`config.mk`:
```
export PLATFORM = sky130hd
export DESIGN_NAME = keypad_press_qualifier_unit
export DESIGN_NICKNAME = d
export VERILOG_FILES = /design/src/hdl/kpq_pkg.sv /design/src/hdl/kpq_core.sv /design/src/hdl/keypad_press_qualifier_unit.sv
export SDC_FILE = /design/constraint.sdc
export NUM_CORES = 1
export LEC_CHECK = 0
export BUFFER_PORTS_ARGS = -buffer_cell sky130_fd_sc_hd__buf_2
export CORE_UTILIZATION = 57
export DETAILED_ROUTE_END_ITERATION = 7
export GPL_TIMING_DRIVEN = 0
export PLACE_DENSITY = 0.8
export SYNTH_ARGS = -nofsm -noshare
export SYNTH_HDL_FRONTEND = slang
export SYNTH_SLANG_ARGS = --single-unit
```
`constraint.sdc`:
```
create_clock -name i_clk -period 4.1 [get_ports i_clk]
set_input_delay 0.82 -clock i_clk [delete_from_list [all_inputs] [get_ports i_clk]]
set_output_delay 0.82 -clock i_clk [all_outputs]
set_load 0.02 [all_outputs]
```
`src/hdl/kpq_pkg.sv`:
```
// Shared types and constants for the keypad press qualifier.
package kpq_pkg;

    localparam int KeyW       = 8;
    localparam int PressW     = 4;
    localparam int ReleaseW   = 8;
    localparam int CfgIndexW  = 2;
    localparam int CfgDataW   = 8;
    localparam int InDataW    = 16;
    localparam int OutDataW   = 16;

    localparam logic [PressW-1:0]    PressScansReset   = 4'd2;
    localparam logic [ReleaseW-1:0]  ReleaseScansReset = 8'd8;

    localparam logic [CfgIndexW-1:0] CfgPressScans   = 2'd0;
    localparam logic [CfgIndexW-1:0] CfgReleaseScans = 2'd1;

    localparam logic KindScan    = 1'b0;
    localparam logic KindConsume = 1'b1;

    typedef struct packed {
        logic            kind;
        logic            scan_ok;
        logic            key_down;
        logic [KeyW-1:0] key_code;
    } t_item;

    typedef struct packed {
        logic [KeyW-1:0] consumed_key;
        logic            event_pending;
        logic            latched;
    } t_result;

endpackage

```
`src/hdl/kpq_core.sv`:
```
// Qualifier state (event slot, latch, candidate, counters) and its per-request update.
module kpq_core
    import kpq_pkg::*;
(
    input  logic                i_clk,
    input  logic                i_rst_n,
    input  logic                i_step,
    input  t_item               i_item,
    input  logic [PressW-1:0]   i_press_scans,
    input  logic [ReleaseW-1:0] i_release_scans,
    output t_result             o_result
);

    logic [KeyW-1:0]     r_slot,  n_slot;
    logic                r_latch, n_latch;
    logic [KeyW-1:0]     r_cand,  n_cand;
    logic [PressW-1:0]   r_pcnt,  n_pcnt;
    logic [ReleaseW-1:0] r_rcnt,  n_rcnt;
    logic [KeyW-1:0]     consumed;

    always_comb begin
        n_slot   = r_slot;
        n_latch  = r_latch;
        n_cand   = r_cand;
        n_pcnt   = r_pcnt;
        n_rcnt   = r_rcnt;
        consumed = '0;
        if (i_item.kind == KindConsume) begin
            consumed = r_slot;
            n_slot   = '0;
        end else if (i_item.scan_ok) begin
            if (!i_item.key_down) begin
                // count idle scans, then drop the latch and clear candidate and press count once the count is full
                if (r_rcnt < i_release_scans) begin
                    n_rcnt = r_rcnt + 8'd1;
                end else begin
                    n_latch = 1'b0;
                    n_cand  = '0;
                    n_pcnt  = '0;
                end
            end else if (r_slot == '0) begin
                n_rcnt = '0;
                if (!r_latch && (i_item.key_code != '0)) begin
                    if (i_item.key_code == r_cand) begin
                        if (r_pcnt < i_press_scans) begin
                            n_pcnt = r_pcnt + 4'd1;
                        end
                    end else begin
                        n_cand = i_item.key_code;
                        n_pcnt = 4'd1;
                    end
                    if (n_pcnt >= i_press_scans) begin
                        n_slot  = i_item.key_code;
                        n_latch = 1'b1;
                    end
                end
            end
        end
    end

    assign o_result.consumed_key  = consumed;
    assign o_result.event_pending = (n_slot != '0);
    assign o_result.latched       = n_latch;

    always_ff @(posedge i_clk) begin
        if (!i_rst_n) begin
            r_slot  <= '0;
            r_latch <= 1'b0;
            r_cand  <= '0;
            r_pcnt  <= '0;
            r_rcnt  <= '0;
        end else if (i_step) begin
            r_slot  <= n_slot;
            r_latch <= n_latch;
            r_cand  <= n_cand;
            r_pcnt  <= n_pcnt;
            r_rcnt  <= n_rcnt;
        end
    end

endmodule

```
`src/hdl/keypad_press_qualifier_unit.sv`:
```
// Top level of the keypad press qualifier: stream ports, config registers, pipeline registers.
//
// Usage: each request on the slave stream is either a scan tick (tuser = 0) carrying the
// scan-ok flag, the key-down flag and the decoded key code, or a consume request
// (tuser = 1) that takes the pending key event out of the one-entry slot. Every request
// yields exactly one result on the master stream: the consumed key (0 on scans or on an
// empty slot), whether an event is still pending, and the press latch.
// The config channel writes press_scans (index 0) and release_scans (index 1); other
// indexes are dropped. Write it only while no request is in flight.
// A request passes the input register, then the state update into the result register.
// Throughput: one request per cycle while the receiver does not stall, set by the
// combinational compare-and-count update of the qualifier state.
// Reset (synchronous, active low) empties the slot, clears latch, candidate and both
// counters, loads the default thresholds and empties both pipeline registers.
// When the receiver stalls, the result register holds its value; the input register still
// takes one more request, after which tready drops until the result drains.
module keypad_press_qualifier_unit
    import kpq_pkg::*;
(
    input  logic                 i_clk,
    input  logic                 i_rst_n,
    // request stream
    input  logic                 i_s_axis_tvalid,
    output logic                 o_s_axis_tready,
    input  logic [InDataW-1:0]   i_s_axis_tdata,  // [0] scan_ok, [1] key_down, [9:2] key_code
    input  logic                 i_s_axis_tuser,  // [0] kind
    // result stream
    output logic                 o_m_axis_tvalid,
    input  logic                 i_m_axis_tready,
    output logic [OutDataW-1:0]  o_m_axis_tdata,  // [7:0] consumed_key, [8] event_pending,
                                                  // [9] latched
    // config write channel
    input  logic                 i_cfg_valid,
    output logic                 o_cfg_ready,
    input  logic [CfgIndexW-1:0] i_cfg_index,
    input  logic [CfgDataW-1:0]  i_cfg_data
);

    logic [PressW-1:0]   r_press_scans;
    logic [ReleaseW-1:0] r_release_scans;

    logic    r_in_valid;
    t_item   r_in_item;
    logic    r_out_valid;
    t_result r_out;
    t_result step_result;
    logic    advance;

    // the config channel never stalls
    assign o_cfg_ready = 1'b1;

    always_ff @(posedge i_clk) begin
        if (!i_rst_n) begin
            r_press_scans   <= PressScansReset;
            r_release_scans <= ReleaseScansReset;
        end else if (i_cfg_valid) begin
            case (i_cfg_index)
                CfgPressScans:   r_press_scans   <= i_cfg_data[PressW-1:0];
                CfgReleaseScans: r_release_scans <= i_cfg_data[ReleaseW-1:0];
                default:         ;
            endcase
        end
    end

    // advance the held request into the result register when that slot frees up
    assign advance         = r_in_valid && (!r_out_valid || i_m_axis_tready);
    assign o_s_axis_tready = !r_in_valid || advance;

    always_ff @(posedge i_clk) begin
        if (!i_rst_n) begin
            r_in_valid <= 1'b0;
        end else if (o_s_axis_tready) begin
            r_in_valid <= i_s_axis_tvalid;
        end
    end

    always_ff @(posedge i_clk) begin
        if (i_s_axis_tvalid && o_s_axis_tready) begin
            r_in_item.kind     <= i_s_axis_tuser;
            r_in_item.scan_ok  <= i_s_axis_tdata[0];
            r_in_item.key_down <= i_s_axis_tdata[1];
            r_in_item.key_code <= i_s_axis_tdata[KeyW+1:2];
        end
    end

    kpq_core u_core (
        .i_clk           (i_clk),
        .i_rst_n         (i_rst_n),
        .i_step          (advance),
        .i_item          (r_in_item),
        .i_press_scans   (r_press_scans),
        .i_release_scans (r_release_scans),
        .o_result        (step_result)
    );

    always_ff @(posedge i_clk) begin
        if (!i_rst_n) begin
            r_out_valid <= 1'b0;
        end else if (advance) begin
            r_out_valid <= 1'b1;
        end else if (i_m_axis_tready) begin
            r_out_valid <= 1'b0;
        end
    end

    always_ff @(posedge i_clk) begin
        if (advance) begin
            r_out <= step_result;
        end
    end

    assign o_m_axis_tvalid = r_out_valid;
    assign o_m_axis_tdata  = {{(OutDataW-KeyW-2){1'b0}},
                              r_out.latched, r_out.event_pending, r_out.consumed_key};

    // a consume that returned a key always leaves the slot empty
    a_consume_empties: assert property (@(posedge i_clk) disable iff (!i_rst_n)
        (o_m_axis_tvalid && (o_m_axis_tdata[KeyW-1:0] != '0)) |-> !o_m_axis_tdata[KeyW])
        else $error("result returned a key but still reports a pending event");

    // a request that advances always shows up as a result next cycle
    a_advance_result: assert property (@(posedge i_clk) disable iff (!i_rst_n)
        advance |=> o_m_axis_tvalid)
        else $error("advanced request produced no result");

    // backpressure only when both registers are full
    a_ready_low_full: assert property (@(posedge i_clk) disable iff (!i_rst_n)
        !o_s_axis_tready |-> (r_in_valid && r_out_valid && !i_m_axis_tready))
        else $error("input stalled while a register was free");

endmodule

```
## Yosys cells after proc, flatten, opt, wreduce, memory -nomap -nowiden

Index checks and enable logic that the tools add are counted.

| storage, ports and cells | value |
|---|---|
| logic and storage cells | 81 |
| bits of input ports | 32 |
| output and inout bits | 19 |
| register bits after elaboration | 64 |

| operators by class | value |
|---|---|
| multiplexer cells | 34 |
| add/sub/neg operators | 2 |
| bitwise logic cells | 1 |
| reductions and logical operators | 19 |
| equal/unequal tests | 6 |
| magnitude comparators | 3 |

Operators by type and width:

| cell | number |
|---|---|
| $mux 8 | 14 |
| $mux 4 | 11 |
| $reduce_bool 8->1 | 2 |
| $mux 1 | 9 |
| $add 8x1->8 const B | 1 |
| $eq 8x8->1 | 1 |
| $logic_not 8->1 | 1 |
| $lt 8x8->1 | 1 |
| $reduce_and 7->1 | 1 |
| $reduce_and 6->1 | 1 |
| $reduce_and 5->1 | 1 |
| $add 4x1->4 const B | 1 |
| $ge 4x4->1 | 1 |
| $lt 4x4->1 | 1 |
| $ne 2x1->1 const B | 2 |
| $ne 2x2->1 const B | 2 |
| $reduce_and 2->1 | 2 |
| $reduce_bool 2->1 | 2 |
| $logic_and 1x1->1 | 3 |
| $logic_not 1->1 | 3 |
| $eq 2x1->1 const B | 1 |
| $logic_not 2->1 | 1 |
| $logic_or 1x1->1 | 2 |
| $not 1->1 | 1 |

## Logic depth before layout (Yosys ltp)

Gate-level depths: netlist of the first run.

| logic depth | value |
|---|---|
| depth in word-level cells | 16 |
| depth in mapped cells | 15 |
| depth with buffers taken out | 14 |

## Modules after synthesis

Synthesis of the first run repeated with hierarchy kept, for this count alone.

| second synthesis, totals | value |
|---|---|
| cells, all modules | 321 |
| area, all modules | 3273.1 um^2 |

Modules (own cells, without submodules):

| module | cells an instance | times used | area an instance (um^2) | seq. area each (um^2) |
|---|---|---|---|---|
| kpq_core | 231 | 1 | 1999.4 | 580.6 |
| keypad_press_qualifier_unit | 90 | 1 | 1273.7 | 910.9 |

## Least setup slack after synthesis of the first run

Ideal clock, no wire load.

| timing | value |
|---|---|
| path kind | flip-flop to flip-flop |
| start point | register u_core.r_pcnt[1] |
| end point | register r_out, in the netlist o_m_axis_tdata[8] (data pin) |
| period minus slack after synthesis | 3307 ps |
| path buffers | 1 |
| stages on the path, launching flop included | 15 |
| data required time | 3841 ps |
| setup time | 259 ps |
| setup slack | 793 ps |
| arrival time | 3048 ps |
| cell sequence | dfxtp_1 ha_1 a21o_1 a21o_1 a211oi_1 xnor2_1 nor2_1 ha_1 o21a_1 nor2_1 or4_1 buf_2 o22ai_1 nand4_1 or2_1 |

RTL lines:

| element | line | RTL |
|---|---|---|
| from (decl) | kpq_core.sv:17 | `logic [PressW-1:0] r_pcnt, n_pcnt;` |
| from (signal assigned) | kpq_core.sv:76 | `r_pcnt <= n_pcnt;` |
| to (signal assigned) | keypad_press_qualifier_unit.sv:108 | `r_out <= step_result;` |
| to (decl) | keypad_press_qualifier_unit.sv:45 | `t_result r_out;` |

==> metrics.md, run 1 <==
| Metric | Value |
|---|---|
| Wl on met1 | `just over 3 mm` |
| Pre-antenna DRT Iters | `4` |
| Starting Density | `0.5964` |
| Largest net degree at the start of global routing | `13` |
| CTS tree | `yes` |
| Max Used Layer | `met4` |
| Max_slew headroom | `0.4540` |
| Critical path launch point | `u_core.r_pcnt[1]$_SDFFE_PN0P_` |
| Metal3 WL | `between 300 and 400 um` |
| RSZ-0062 raised after global routing | `no` |
| Worst clock skew | `0.009279 ns` |
| Worst Path Required | `4.19 ns` |
| Met2 routed WL | `3.136 mm` |
| Cell area after synthesis | `0.003324 mm2` |
| Endpoints failing setup | `0` |
| Multi-input gate area | `0.001665 mm2` |
| GR Overflow Total | `0` |
| Critical Path AT | `3.83 ns` |
| Clock Latency Late Sink | `roughly 0.35 ns` |
| CP max-delay cell | `or4_1` |
| Final period util | `0.9122` |
| VDD IR max | `roughly 0.25 mV` |
| Crit path kind | `reg -> reg` |
| Worst slew pin tran | `0.8123 ns` |
| Cells after Synth | `343` |
| Sink Count | `64` |
| Total CTS buffers | `9` |
| Flop pwr share | `0.523` |
| Warnings from Yosys | `0` |
| Syn Area/Cell | `9.692 um2` |
| Core area | `between 0.005 and 0.006 mm2` |
| Setup crit start kind | `register` |
| WL/cell | `13.97 um` |
| DR vias | `2,663` |
| Seq/Total Area, Yosys | `0.4486` |
| Total of max-cap violations | `0` |
| Register area | `0.001491 mm2` |
| Die Ht | `a little under 80 um` |
| FILL cells | `464` |
| First-pass GRT wire length | `11.00 mm` |
| Post-cts hold buffer count | `0` |
| Flops & latches, synth | `64` |
| Sw Share | `0.2454` |
| Core Rows | `27` |
| Ys async rst share | `0` |
| Vias in the first global route | `about 2,500` |
| Area grow syn2layout | `14.68%` |
| Hold Vio Cnt, Final | `0` |
| Critical Path Fanout Max | `8` |
| Layout cells sized above 1 | `0.1820` |
| HPWL after detailed placement | `4.911 mm` |
| Fin Hold WS | `between 0.4 and 0.5 ns` |
| DRC | `0` |
| FMAX | `267.4 MHz` |
| Count of unique library cells instantiated by Yosys | `between 50 and 60` |
| Static leakage | `1.535 nW` |
| Via density per instance | `5.630` |
| P_sw | `between 300 and 400 uW` |
| CP peak stage delay | `0.50 ns` |
| Final ANT Viol Nets | `0` |
| Fin nets | `444` |
| Fin cells | `473` |
| Worst r2r src | `u_core.r_pcnt[1]$_SDFFE_PN0P_` |
| Die Footprint | `slightly above 0.006 mm2` |
| Worst Hold Class | `reg -> reg` |
| Internal power | `990.1 uW` |
| Drt total wl | `6.608 mm` |
| IO Pins | `51` |
| Longest Clk Path Bufs | `2` |
| Comb pwr share | `0.082` |
| Initial antenna violation count | `0` |
| Crit end category | `register` |
| Placed insts | `between 400 and 500` |
| Htree depth | `3` |
| Final count of pins violating max slew | `0` |
| Die width | `78.37 um` |
| Critical hold path startpoint | `u_core.r_rcnt[7]$_SDFFE_PN0P_` |
| Port Buf Inserts | `37` |
| Number of enable flip-flop cells after synthesis | `21` |
| Min Tclk post-route | `3.740 ns` |
| Power per cell area | `344.2 mW/mm2` |
| Clk pwr share | `0.395` |
| Initial DRC Count | `129` |
| Clk root buf | `clkbuf_8` |
| Placer congestion estimate | `0.8560` |
| CP Cell Sequence | `ha_1, a21o_1, a21o_1, a211oi_1, xnor2_1, nor2_1, ha_1, o21a_1, nor2_1, or4_1, buf_2, o22ai_1, nand4_1, or2_1` |
| CTS clk-pin slew, worst paths | `0.08 ns` |
| Total GRT Usage | `0.2328` |
| PnR worst setup slack | `0.3598 ns` |
| Utilization after layout | `0.6840` |
| Ys flop type | `dfxtp_1` |
| Run status | `finished clean` |
| Setup TNS | `0 ns` |
| N_diodes | `0` |
| Pre-CTS WS | `-0.04432 ns` |
[state kept, by name (all words and copies together) (netlist names)]
register	cells
r_in_item	11
r_press_scans	4
r_in_valid	1
r_release_scans	8
u_core.r_latch	1
u_core.r_slot	8
o_m_axis_tvalid	1
o_m_axis_tdata	10
u_core.r_rcnt	8
u_core.r_pcnt	4
u_core.r_cand	8
[logic make-up (layout without fill, tap and decap cells)]
group	Yosys count	count (layout)	share of synthesized area
DFF	64	64	0.4486
adders and majority gates	16	16	0.06022
AOI/OAI and AO/OA	81	81	0.1667
buffers and inverters	42	95	0.05796
xor gates and xnor gates	10	10	0.02634
and+or+nand+nor	119	119	0.2108
other	2	7	0.002259
muxes	9	9	0.02710
[cells in the mapped netlist (all sizes together) (2+ instances only)]
| master | number | area, um2 |
|---|---|---|
| a211oi | 5 | 50.05 |
| nand4 | 9 | 56.30 |
| nor3 | 3 | 15.01 |
| o32ai | 2 | 17.52 |
| nand2 | 20 | 77.58 |
| nor2b | 18 | 112.6 |
| dfxtp | 43 | 860.8 |
| o22ai | 8 | 50.05 |
| a32oi | 7 | 61.31 |
| a31oi | 2 | 12.51 |
| o21a | 3 | 22.52 |
| or3 | 5 | 31.28 |
| nand3b | 2 | 15.01 |
| buf | 11 | 76.32 |
| and3 | 4 | 25.02 |
| and2b | 4 | 35.03 |
| inv | 22 | 82.58 |
| xnor2 | 10 | 87.58 |
| conb | 2 | 7.510 |
| ha | 16 | 200.2 |
| edfxtp | 21 | 630.6 |
| clkbuf | 9 | 33.78 |
| or4 | 2 | 15.01 |
| o211ai | 3 | 22.52 |
| o21ai | 24 | 120.1 |
| mux2i | 9 | 90.09 |
| nor2 | 10 | 37.54 |
| nand2b | 8 | 50.05 |
| nor4 | 5 | 50.05 |
| a2111oi | 2 | 36.29 |
| a21o | 5 | 37.54 |
| a21oi | 14 | 70.07 |
| nand3 | 7 | 35.03 |
| and2 | 18 | 112.6 |
[cell usage in the layout (no fill, tap or decap), drive strengths merged, types with 7 or more instances in the layout]
master and n:
nor2b 18, nand3 7, o22ai 8, nand2 20
buf 48, clkbuf 18, nand2b 8, mux2i 9
a21oi 14, xnor2 10, dfxtp 43, o21ai 24
nand4 9, a32oi 7, edfxtp 21, ha 16
and2 18, nor2 10, inv 22, conb 7
[final cells by class]
cell class,instances,area share
Buffer,20,0.02921
Clock buffer,9,0.03249
Clock inverter,7,0.01641
Inverter,22,0.02166
Multi-Input combinational cell,242,0.4368
Sequential cell,64,0.3912
Tap cell,72,0.02363
Timing Repair Buffer,37,0.04857
[worst paths after layout]
kind / to / cells after the start / slack (ns)
max: o_m_axis_tdata[8]$_DFFE_PP_ / 14 / 0.36
min: u_core.r_rcnt[7]$_SDFFE_PN0P_ / 2 / 0.50
max reg2reg: o_m_axis_tdata[8]$_DFFE_PP_ / 14 / 0.36
min reg2reg: u_core.r_rcnt[7]$_SDFFE_PN0P_ / 2 / 0.50
[critical path: cells and delay by family (launching register included)]
family                     cells  cell delay, ns
adders and majority gates      2            0.56
AOI/OAI and AO/OA              5            1.11
and+or+nand+nor                5            1.00
DFF                            1            0.46
buffers and inverters          1            0.18
xor gates and xnor gates       1            0.17
[per-stage QoR]
| stage | instance area (um2) | power (mW) |
|---|---|---|
| floorplan | 3343 | 0.7708 |
| global placement | 3618 | 0.8031 |
| detailed placement | 3618 | 0.8072 |
| CTS | 3806 | 1.319 |
| global route | 3812 | 1.358 |
| finish | 3812 | 1.312 |
[power by group through the flow]
stage	logic, mW	registers [mW]	clock network [mW]
final	0.108	0.686	0.518
after global placement	0.104	0.699	0
after CTS	0.108	0.686	0.525
after global routing	0.119	0.688	0.552
after floorplan	0.0689	0.702	0
after detailed placement	0.107	0.700	0
[routing by layer]
layer / vias up / track usage
met1: 1246 / 0.2943
met2: 75 / 0.3763
met5: - / 0
met3: 11 / 0.05814
li1: 1331 / -
met4: 0 / 0.1019
[what timing repair did]
item	CTS	global route
pin swaps	0	0
setup buffers	0	0
gates resized for setup	1	3
setup endpoints to repair	1	1
No activity file was read; power rests on OpenSTA's default activity.
==> run 2: changes to the inputs <==
--- a/config.mk
+++ b/config.mk
@@ -8,8 +8,8 @@
 export BUFFER_PORTS_ARGS = -buffer_cell sky130_fd_sc_hd__buf_2
 export CORE_UTILIZATION = 57
 export DETAILED_ROUTE_END_ITERATION = 7
-export GPL_TIMING_DRIVEN = 0
 export PLACE_DENSITY = 0.8
+export RECOVER_POWER = 50
 export SYNTH_ARGS = -nofsm -noshare
 export SYNTH_HDL_FRONTEND = slang
 export SYNTH_SLANG_ARGS = --single-unit
==> run 2 against run 1 <==
Net effect:
- critical path depth shrank 1
- clock-buffer cell count increased by 2
- wire length shrank 6.0%
- register-to-register slack about the same
- largest power group unchanged
- sequential share of layout area is 0.81 points higher
- worst hold slack lost 0.0028 ns
- clock power increased by 16%
- critical endpoint unchanged
==> metrics.md, run 2 (synthesis results as in run 1) <==
| Metric | Value |
|---|---|
| Die width | `78.37 um (unchanged)` |
| Setup crit start kind | `register` |
| HPWL after detailed placement | `4.459 mm (-9.2%)` |
| Vias in the first global route | `2,373 (-4.0%)` |
| CP Cell Sequence | `ha_1, a21o_1, a21o_1, a211oi_1, xnor2_1, nor2_1, ha_1, o21a_1, nor2_1, or4_1, o22ai_1, nand4_1, or2_1` |
| Core Rows | `27 (unchanged)` |
| Buf/Inv on CP | `0 (-1)` |
| Largest net degree at the start of global routing | `33 (+20)` |
| Most used routing layer | `met2` |
| FILL cells | `468 (+0.86%)` |
| CP peak stage delay | `0.66 ns (+0.16 ns)` |
| Htree depth | `3 (unchanged)` |
| Run status | `finished clean` |
| First-pass GRT wire length | `10.43 mm (-5.1%)` |
| DR vias | `2,546 (-4.4%)` |
| Total of max-cap violations | `0 (unchanged)` |
| Final ANT Viol Nets | `0 (unchanged)` |
| Power, Total | `1.385 mW (+5.6%)` |
| Clock Latency Late Sink | `0.34 ns (about the same)` |
| Final count of pins violating max slew | `0 (unchanged)` |
| Via density per instance | `5.596 (-0.61%)` |
| Layout cells sized above 1 | `0.1514 (-0.03061)` |
| Initial antenna violation count | `0 (unchanged)` |
| Total CTS buffers | `9 (unchanged)` |
| Sink Count | `64 (unchanged)` |
| Max_slew headroom | `0.2412 (-0.2128)` |
| GR Overflow Total | `0 (unchanged)` |
| Worst Hold Class | `reg -> reg` |
| Area grow syn2layout | `12.34%` |
| CP max-delay cell | `or4_1` |
| Drt total wl | `6.211 mm (-6.0%)` |
| Power per cell area | `370.9 mW/mm2 (+7.8%)` |
| Stages on the worst setup path | `13 (-1)` |
| DRC | `0 (unchanged)` |
| FMAX | `266.4 MHz (-0.35%)` |
| Clk root buf | `clkbuf_8` |
| Setup TNS | `0 ns (unchanged)` |
| Die Ht | `78.37 um (unchanged)` |
| Final period util | `0.9154 (+0.003159)` |
| Hold Vio Cnt, Final | `0 (unchanged)` |
| Port Buf Inserts | `37 (unchanged)` |
| CP delay by family, top | `compound AO/OA/AOI/OAI gates` |
| PostCTS Resize Cnt | `0 (-1)` |
| Most common cell after layout, fill and taps aside | `dfxtp_1` |
| Worst slew pin tran | `1.138 ns (+0.3260 ns)` |
| N_diodes | `0 (unchanged)` |
| Pre-antenna DRT Iters | `4 (unchanged)` |
| Post-CTS Setup Inserts | `0 (unchanged)` |
| Grt met2 use | `0.3561 (-0.02018)` |
| Most frequent cells in the layout | `43 x dfxtp_1, 31 x buf_2, 23 x o21ai_0, 22 x inv_1, 21 x edfxtp_1` |
| Met1 usage | `0.2766 (-0.01771)` |
| VDD IR max | `0.3023 mV (+21%)` |
| Endpoints failing setup | `0 (unchanged)` |
| CTS clk-pin slew, worst paths | `0.07 ns (about the same)` |
| CTS tree | `yes` |
| WL/cell | `13.65 um (-2.3%)` |
| Longest Clk Path Bufs | `2 (unchanged)` |
| Fin nets | `426 (-4.1%)` |
| Crit end category | `register` |
| Total GRT Usage | `0.2200 (-0.01278)` |
| Worst Path Required | `4.20 ns (about the same)` |
| Starting Density | `0.5964 (unchanged)` |
| Placer congestion estimate | `0.8432 (-1.5%)` |
| Die Footprint | `0.006142 mm2 (unchanged)` |
| Reg2reg path depth | `13 (-1)` |
| Max FFs per register | `11 (unchanged)` |
| Critical Path Fanout Max | `8 (unchanged)` |
| Min Tclk post-route | `3.753 ns (+0.01295 ns)` |
| IO Pins | `51 (unchanged)` |
| Core area | `0.005574 mm2 (unchanged)` |
| Worst clock skew | `0.006743 ns (-0.002535 ns)` |
| WHS Path Cells | `2 (unchanged)` |
| Initial DRC Count | `129 (unchanged)` |
| Critical Path AT | `3.85 ns (+0.02 ns)` |
| Met3 Usage GRT | `0.04767 (-0.01047)` |
| Biggest register | `r_in_item` |
| RSZ-0062 raised after global routing | `no` |
| Static leakage | `1.472 nW (-4.1%)` |
| Post-cts hold buffer count | `0 (unchanged)` |
| Crit path kind | `reg -> reg` |
==> run 2: cell types whose count changed in the layout (fill, tap and decap cells not counted), moves of 2 or more <==
| cell | delta |
|---|---|
| buf_1 | -2 |
| and2_1 | -5 |
| buf_2 | -7 |
| clkinv_1 | -2 |
| and2_0 | +5 |
| buf_4 | -6 |
==> run 2: worst paths after layout <==
kind | start | end | slack, ns
max reg2reg | u_core.r_pcnt[1]$_SDFFE_PN0P_ | o_m_axis_tdata[8]$_DFFE_PP_ | 0.35
max | u_core.r_pcnt[1]$_SDFFE_PN0P_ | o_m_axis_tdata[8]$_DFFE_PP_ | 0.35
min reg2reg | u_core.r_rcnt[7]$_SDFFE_PN0P_ | u_core.r_rcnt[7]$_SDFFE_PN0P_ | 0.50
min | u_core.r_rcnt[7]$_SDFFE_PN0P_ | u_core.r_rcnt[7]$_SDFFE_PN0P_ | 0.50
==> run 2: report_power, final <==
| group | switching, mW | internal (mW) | leakage, nW | total (mW) |
|---|---|---|---|---|
| combinational | 0.0584 | 0.0359 | 0.817 | 0.0943 |
| clock | 0.245 | 0.358 | 0.106 | 0.602 |
| sequential | 0.0161 | 0.672 | 0.550 | 0.689 |
==> run 2: layout make-up <==
type / instances / area [um2] / share of cell area
multi-input combinational: 242 / 1660 / 0.4446
sequential: 64 / 1491 / 0.3993
timing repair buffer: 39 / 188.9 / 0.05059
clock buffer: 11 / 141.4 / 0.03786
tap: 72 / 90.09 / 0.02412
inverter: 22 / 82.58 / 0.02211
clock inverter: 5 / 80.08 / 0.02144
==> run 2: metrics by stage <==
stage	hold WS [ns]	util	instance area, um2	worst slack [ns]	instances
final	0.4962	0.6700	3735	0.3469	455
after CTS	0.4974	0.6718	3745	0.3314	455
after global placement	0.4807	0.6321	3523	0.4315	439
after floorplan	0.4556	-	3343	0.7930	348
after detailed placement	0.4870	0.6321	3523	0.3831	439
after global routing	0.5234	0.6700	3735	0.1047	455
==> run 2: worst reg2reg max path, cell delays in order, from the launching register on <==
cell	delay (ns)
dfxtp_1	0.46
ha_1	0.28
a21o_1	0.17
a21o_1	0.20
a211oi_1	0.42
xnor2_1	0.17
nor2_1	0.06
ha_1	0.28
o21a_1	0.11
nor2_1	0.06
or4_1	0.66
o22ai_1	0.25
nand4_1	0.13
or2_1	0.25
==> run 2: per-layer routing <==
layer	vias up	share of wire
li1	1293	-
met1	1174	0.47
met2	67	0.46
met3	12	0.047
met4	0	0.019
met5	-	0
